`config.mk`:
```
export PLATFORM = sky130hd
export DESIGN_NAME = murmur2_hash_engine
export DESIGN_NICKNAME = d
export VERILOG_FILES = /design/src/hw/rtl/mh2_pkg.sv /design/src/hw/rtl/mh2_mul.sv /design/src/hw/rtl/mh2_ctrl.sv /design/src/hw/rtl/murmur2_hash_engine.sv
export SDC_FILE = /design/constraint.sdc
export NUM_CORES = 1
export LEC_CHECK = 0
export ABC_AREA = 1
export BUFFER_PORTS_ARGS = -buffer_cell sky130_fd_sc_hd__buf_4
export CAP_MARGIN = 10
export CELL_PAD_IN_SITES_DETAIL_PLACEMENT = 0
export CELL_PAD_IN_SITES_GLOBAL_PLACEMENT = 2
export CORE_MARGIN = 1.5
export CORE_UTILIZATION = 39
export DETAILED_ROUTE_END_ITERATION = 8
export PLACE_DENSITY_LB_ADDON = 0.1
export SLEW_MARGIN = 10
export SYNTH_ARGS = -nofsm -noshare
export SYNTH_HDL_FRONTEND = slang
export SYNTH_SLANG_ARGS = --single-unit
```
`constraint.sdc`:
```
create_clock -name clk_i -period 8.48 [get_ports clk_i]
set_input_delay 0.848 -clock clk_i [delete_from_list [all_inputs] [get_ports clk_i]]
set_output_delay 0.848 -clock clk_i [all_outputs]
set_load 0.02 [all_outputs]
```
`src/hw/rtl/mh2_pkg.sv`:
```
package mh2_pkg;

  localparam int unsigned WordW = 32;
  localparam int unsigned LenW  = 31;
  localparam int unsigned NbW   = 3;

  localparam logic [WordW-1:0] MixMul    = 32'h5bd1e995;
  localparam int unsigned      MixShift  = 24;
  localparam int unsigned      FinShiftA = 13;
  localparam int unsigned      FinShiftB = 15;

  typedef enum logic [3:0] {
    S_IDLE,
    S_MIX1,
    S_MIX2,
    S_MIX3,
    S_MIX4,
    S_TAIL1,
    S_TAIL2,
    S_FIN1,
    S_FOUT
  } state_e;

  typedef enum logic [2:0] {
    OP_WORD,
    OP_K,
    OP_H,
    OP_TAIL,
    OP_FIN
  } op_sel_e;

  typedef struct packed {
    logic    in_ready;
    logic    mul_en;
    op_sel_e op_sel;
    logic    k_save;
    logic    h_mix;
    logic    h_tail;
    logic    out_load;
  } ctrl_t;

  // keep only the valid tail bytes; a non-last word or 4+ bytes is a full word
  function automatic logic [WordW-1:0] tail_mask(logic [NbW-1:0] nbytes, logic last);
    logic [WordW-1:0] m;
    m = '1;
    if (last) begin
      case (nbytes)
        3'd0:    m = '0;
        3'd1:    m = 32'h0000_00ff;
        3'd2:    m = 32'h0000_ffff;
        3'd3:    m = 32'h00ff_ffff;
        default: m = '1;
      endcase
    end
    return m;
  endfunction

endpackage

```
`src/hw/rtl/mh2_mul.sv`:
```
module mh2_mul
  import mh2_pkg::*;
(
  input  logic             clk_i,
  input  logic             en_i,
  input  logic [WordW-1:0] a_i,
  output logic [WordW-1:0] p_o
);

  logic [WordW-1:0] p_q;
  logic [WordW-1:0] p_d;

  assign p_d = a_i * MixMul;

  always_ff @(posedge clk_i) begin
    if (en_i) begin
      p_q <= p_d;
    end
  end

  assign p_o = p_q;

endmodule

```
`src/hw/rtl/mh2_ctrl.sv`:
```
module mh2_ctrl
  import mh2_pkg::*;
(
  input  logic  clk_i,
  input  logic  rst_ni,
  input  logic  go_i,
  input  logic  full_i,
  input  logic  tail_i,
  input  logic  last_i,
  input  logic  out_free_i,
  output ctrl_t ctrl_o
);

  state_e state_q, state_d;

  always_ff @(posedge clk_i or negedge rst_ni) begin
    if (!rst_ni) begin
      state_q <= S_IDLE;
    end else begin
      state_q <= state_d;
    end
  end

  always_comb begin
    state_d = state_q;
    case (state_q)
      S_IDLE: begin
        if (go_i) begin
          if (full_i) begin
            state_d = S_MIX1;
          end else if (tail_i) begin
            state_d = S_TAIL1;
          end else begin
            state_d = S_FIN1;
          end
        end
      end
      S_MIX1:  state_d = S_MIX2;
      S_MIX2:  state_d = S_MIX3;
      S_MIX3:  state_d = S_MIX4;
      S_MIX4:  state_d = last_i ? S_FIN1 : S_IDLE;
      S_TAIL1: state_d = S_TAIL2;
      S_TAIL2: state_d = S_FIN1;
      S_FIN1:  state_d = S_FOUT;
      S_FOUT: begin
        if (out_free_i) begin
          state_d = S_IDLE;
        end
      end
      default: state_d = S_IDLE;
    endcase
  end

  always_comb begin
    ctrl_o = '0;
    ctrl_o.op_sel = OP_WORD;
    case (state_q)
      S_IDLE: ctrl_o.in_ready = 1'b1;
      S_MIX1: begin
        ctrl_o.mul_en = 1'b1;
        ctrl_o.op_sel = OP_WORD;
      end
      S_MIX2: begin
        ctrl_o.mul_en = 1'b1;
        ctrl_o.op_sel = OP_K;
      end
      S_MIX3: begin
        ctrl_o.mul_en = 1'b1;
        ctrl_o.op_sel = OP_H;
        ctrl_o.k_save = 1'b1;
      end
      S_MIX4: ctrl_o.h_mix = 1'b1;
      S_TAIL1: begin
        ctrl_o.mul_en = 1'b1;
        ctrl_o.op_sel = OP_TAIL;
      end
      S_TAIL2: ctrl_o.h_tail = 1'b1;
      S_FIN1: begin
        ctrl_o.mul_en = 1'b1;
        ctrl_o.op_sel = OP_FIN;
      end
      S_FOUT: ctrl_o.out_load = out_free_i;
      default: ctrl_o = '0;
    endcase
  end

endmodule

```
`src/hw/rtl/murmur2_hash_engine.sv`:
```
// Streaming 32-bit MurmurHash2 engine. Words enter one at a time; the first
// word of a message loads seed ^ length, the last word carries 0..4 valid
// bytes and produces one hash. All multiplies by the mixing constant go
// through one registered multiplier, so the input stalls while a word is
// worked on: a full word runs through S_MIX1 to S_MIX4, a partial tail
// through S_TAIL1 and S_TAIL2, and a last word then runs S_FIN1 for the
// avalanche and waits in S_FOUT until the hash is loaded into the output
// register, which can hold a finished hash while the next word is accepted.
module murmur2_hash_engine
  import mh2_pkg::*;
(
  input  logic             clk_i,
  input  logic             rst_ni,
  input  logic             hash_seed_we_i,
  input  logic [WordW-1:0] hash_seed_i,
  input  logic             in_valid_i,
  output logic             in_stall_o,
  input  logic [WordW-1:0] data_word_i,
  input  logic [NbW-1:0]   valid_bytes_i,
  input  logic             is_first_i,
  input  logic             is_last_i,
  input  logic [LenW-1:0]  total_length_i,
  output logic             out_valid_o,
  input  logic             out_stall_i,
  output logic [WordW-1:0] hash_value_o
);

  ctrl_t            ctrl;
  logic [WordW-1:0] seed_q;
  logic [WordW-1:0] h_q;
  logic [WordW-1:0] word_q;
  logic             last_q;
  logic             msg_q;
  logic             out_valid_q;
  logic [WordW-1:0] out_hash_q;
  logic [WordW-1:0] prod;
  logic [WordW-1:0] mul_a;
  logic             in_fire;
  logic             go;
  logic             full;
  logic             tail;
  logic             out_free;

  assign in_stall_o = ~ctrl.in_ready;
  assign in_fire    = in_valid_i & ctrl.in_ready;
  assign go         = in_fire & (is_first_i | msg_q);
  assign full       = ~is_last_i | (valid_bytes_i >= NbW'(4));
  assign tail       = valid_bytes_i != '0;
  assign out_free   = ~out_valid_q | ~out_stall_i;

  mh2_ctrl u_ctrl (
    .clk_i,
    .rst_ni,
    .go_i       (go),
    .full_i     (full),
    .tail_i     (tail),
    .last_i     (last_q),
    .out_free_i (out_free),
    .ctrl_o     (ctrl)
  );

  always_comb begin
    case (ctrl.op_sel)
      OP_WORD: mul_a = word_q;
      OP_K:    mul_a = prod ^ (prod >> MixShift);
      OP_H:    mul_a = h_q;
      OP_TAIL: mul_a = h_q ^ word_q;
      OP_FIN:  mul_a = h_q ^ (h_q >> FinShiftA);
      default: mul_a = word_q;
    endcase
  end

  mh2_mul u_mul (
    .clk_i,
    .en_i (ctrl.mul_en),
    .a_i  (mul_a),
    .p_o  (prod)
  );

  always_ff @(posedge clk_i or negedge rst_ni) begin
    if (!rst_ni) begin
      seed_q      <= '0;
      h_q         <= '0;
      msg_q       <= 1'b0;
      out_valid_q <= 1'b0;
    end else begin
      if (hash_seed_we_i) begin
        seed_q <= hash_seed_i;
      end
      if (in_fire && is_first_i) begin
        h_q   <= seed_q ^ {1'b0, total_length_i};
        msg_q <= 1'b1;
      end else if (ctrl.h_mix) begin
        h_q <= prod ^ word_q;
      end else if (ctrl.h_tail) begin
        h_q <= prod;
      end
      if (ctrl.out_load) begin
        msg_q <= 1'b0;
      end
      if (ctrl.out_load) begin
        out_valid_q <= 1'b1;
      end else if (!out_stall_i) begin
        out_valid_q <= 1'b0;
      end
    end
  end

  always_ff @(posedge clk_i) begin
    if (in_fire) begin
      word_q <= data_word_i & tail_mask(valid_bytes_i, is_last_i);
      last_q <= is_last_i;
    end else if (ctrl.k_save) begin
      word_q <= prod;
    end
    if (ctrl.out_load) begin
      out_hash_q <= prod ^ (prod >> FinShiftB);
    end
  end

  assign out_valid_o  = out_valid_q;
  assign hash_value_o = out_hash_q;

  a_ignored_stays_idle: assert property (@(posedge clk_i) disable iff (!rst_ni)
    in_valid_i && !in_stall_o && !is_first_i && !msg_q |=> !in_stall_o)
    else $error("ignored word left engine busy");

  a_first_opens: assert property (@(posedge clk_i) disable iff (!rst_ni)
    in_valid_i && !in_stall_o && is_first_i |=> msg_q && in_stall_o)
    else $error("first word did not open a message");

  a_close_emits: assert property (@(posedge clk_i) disable iff (!rst_ni)
    $fell(msg_q) |-> out_valid_o)
    else $error("message closed without a hash");

endmodule

```
==> results.cfg <==
[critical_path]
path_class = flop to flop
cp-end-kind = flop
crit_arrival_ns = 8.28
slowest_delay_ns = 0.53
cpMostUsedCell = inv_1
r2r_end = u_mul.p_o[28]
worstSetupStartpoint = u_ctrl.state_q[2]
worst_setup_path_start_kind = flop
r2r_start = u_ctrl.state_q[2]
rr_worst_depth = 33
crit_slowest_cell = fa_1
path_max_fanout = 7
r2r_slack_ns = 0.41
worstSetupEndpoint = u_mul.p_o[28]
cp.required_ns = 8.69

[layout]
multiInputGateArea_mm2 = 0.0114
final_cell_count_no_fill = 2834
ff_latch_area_mm2 = 0.00466
fillCellCount = 4592
areaGrowthSynthToFinish_pct = 14.2
final_layout_size_suffix_gt1_frac = 0.127
final_nets = 2718
n_antenna_cell = 0

[placement]
routabilityCongestion = 0.903
dp_hpwl_um = 52600
io_buffer_count = 138
post-place-cells = 2797
pre_cts_slack_ns = 0.108

[routing]
routed_wl_um = 65100
drt_iter0_drc = 1017
vias = 14400
via_per_inst = 5.09
drtAntennaViolNets = 0
first_pass_iters = 5
drc = 0
wire_per_inst_um = 23.0

[synthesis]
yosysWarnings = 0
synthArstFlopShare = 0.419
synth_edf_count = 97
synth_seq_area_share = 0.258
ys_seq_elements = 167
synth_ff_type = edfxtp_1
synth_area_per_cell_um2 = 8.80
synth_cells = 2059
synth.distinct_cells = 45
synth_nets = 2556
synthesis.area_mm2 = 0.0181

[timing]
setup_viol = 0
setup_ws_ns = 0.410
hold_violations = 0
slew_violations = 0
max_clock_freq_ghz = 0.124
fin_skew_ns = 0.0109
relSlewSlack = 0.289
finalCriticalPeriod_ns = 8.07
holdWs_ns = 0.531
final.period_utilization = 0.952
timing_worst_slew_pin_value_ns = 1.07
rsz0062_at_grt = no
final.setup.tns_ns = 0

[clock_network]
insertion_delay_ns = 0.46
h-tree-depth = 4
root_buffer = clkbuf_16
cts_tree = done
cts_sinks = 167
cts_buffers = 17
ctsLongestPathBuffers = 2
cts_hold_buf = 0
cts.clk_slew.worst_paths_ns = 0.07

[die]
row_count = 78
ioPinCount = 139
core_area_mm2 = 0.0456
start_util = 0.397
die_width_um = 219
die-area_mm2 = 0.0477
dieHeight_um = 219

[hold_path]
hp-class = flop to flop

[global_routing]
grt_max_degree = 71
grt_usage = 0.282
grt_pass1_wl_um = 97000
grt-ovfl-total = 0
grt_pass1_vias = 15000
antenna_found_initial = 0

[outcome]
status = finished, final reports clean

[job]
drv_cap = 0
synthesized netlist by cell type, types with 16 or more instances:
cell type | count | area, um^2
nand3_1 | 110 | 551
a31oi_1 | 16 | 100
inv_1 | 493 | 1850
a21oi_1 | 49 | 245
fa_1 | 178 | 3560
edfxtp_1 | 97 | 2910
ha_1 | 214 | 2680
clkbuf_1 | 26 | 97.6
nand2_1 | 345 | 1290
xnor2_1 | 40 | 350
o211ai_1 | 24 | 180
dfrtp_1 | 70 | 1750
o21ai_0 | 115 | 576
mux2_2 | 25 | 282
nor2_1 | 81 | 304
xor2_1 | 70 | 613
timing repair:
item | in CTS | in global routing
gates resized for setup | 0 | 4
buffers inserted | 0 | 5
endpoints found under the setup margin | 0 | 6
cells by family after synthesis:
kind of cell,share of synthesized area
adder cells (fa/ha/maj),0.345
multiplexers,0.0155
AO/OA/AOI/OAI,0.0748
AND/OR/NAND/NOR,0.138
flip-flops,0.258
XOR/XNOR,0.0532
buffers and inverters,0.116
state kept, by name, summed over array words and instances, names as in the netlist:
register and flops:
h_q 32, hash_value_o 32, last_q 1, msg_q 1, out_valid_o 1, seed_q 32, u_ctrl.state_q 4, u_mul.p_o 32
word_q 32
worst max-delay path: cells and delay by family, from the launching register on:
| family | cells | cell delay, ns |
|---|---|---|
| simple gates | 7 | 0.98 |
| fa+ha+maj | 9 | 3.68 |
| compound gates | 5 | 1.05 |
| xor+xnor | 1 | 0.15 |
| buf+inv | 11 | 1.43 |
| flops | 1 | 0.52 |
how the worst min path moves through the flow:
| stage | to | slack [ns] | cells past startpoint | from |
|---|---|---|---|---|
| after global placement | msg_q | 0.48 | 2 | msg_q |
| after detailed placement | msg_q | 0.51 | 2 | msg_q |
| after floorplan | hash_value_o[30] | 0.42 | 0 | u_mul.p_o[30] |
| after CTS | seed_q[24] | 0.53 | 1 | seed_q[24] |
| after global routing | seed_q[30] | 0.55 | 1 | seed_q[30] |
| final | seed_q[24] | 0.53 | 1 | seed_q[24] |
stage by stage:
step	cell area [um^2]	utilization
floorplan	18100	-
global route	20700	0.454
finish	20700	0.454
detailed placement	20000	0.440
global placement	20000	0.440
CTS	20600	0.453
per-layer routing:
metal,routed length [um],share of wire,track usage
met5,0,0,0
met4,1970,0.030,0.0926
met3,2870,0.044,0.0188
met2,32700,0.50,0.500
met1,27600,0.42,0.364
layout make-up:
cell class	count	area share
Multi-Input combinational cell	1346	0.549
Sequential cell	167	0.226
Inverter	502	0.0915
Timing Repair Buffer	187	0.0685
Tap cell	600	0.0363
Clock buffer	18	0.0207
Clock inverter	14	0.00811
cells in the final DEF, fill, tap and decap left out, drive strengths merged, types with 24 or more instances in the layout:
cell type / count
xor2: 70
nor2: 88
nand2: 357
buf: 187
o21ai: 115
ha: 214
mux2: 25
a21oi: 49
dfrtp: 70
inv: 504
edfxtp: 97
fa: 178
xnor2: 40
nand3: 114
o211ai: 24
Power is not shown: default switching activity piles up to over one toggle a cycle in this logic, so the estimate is an artifact.
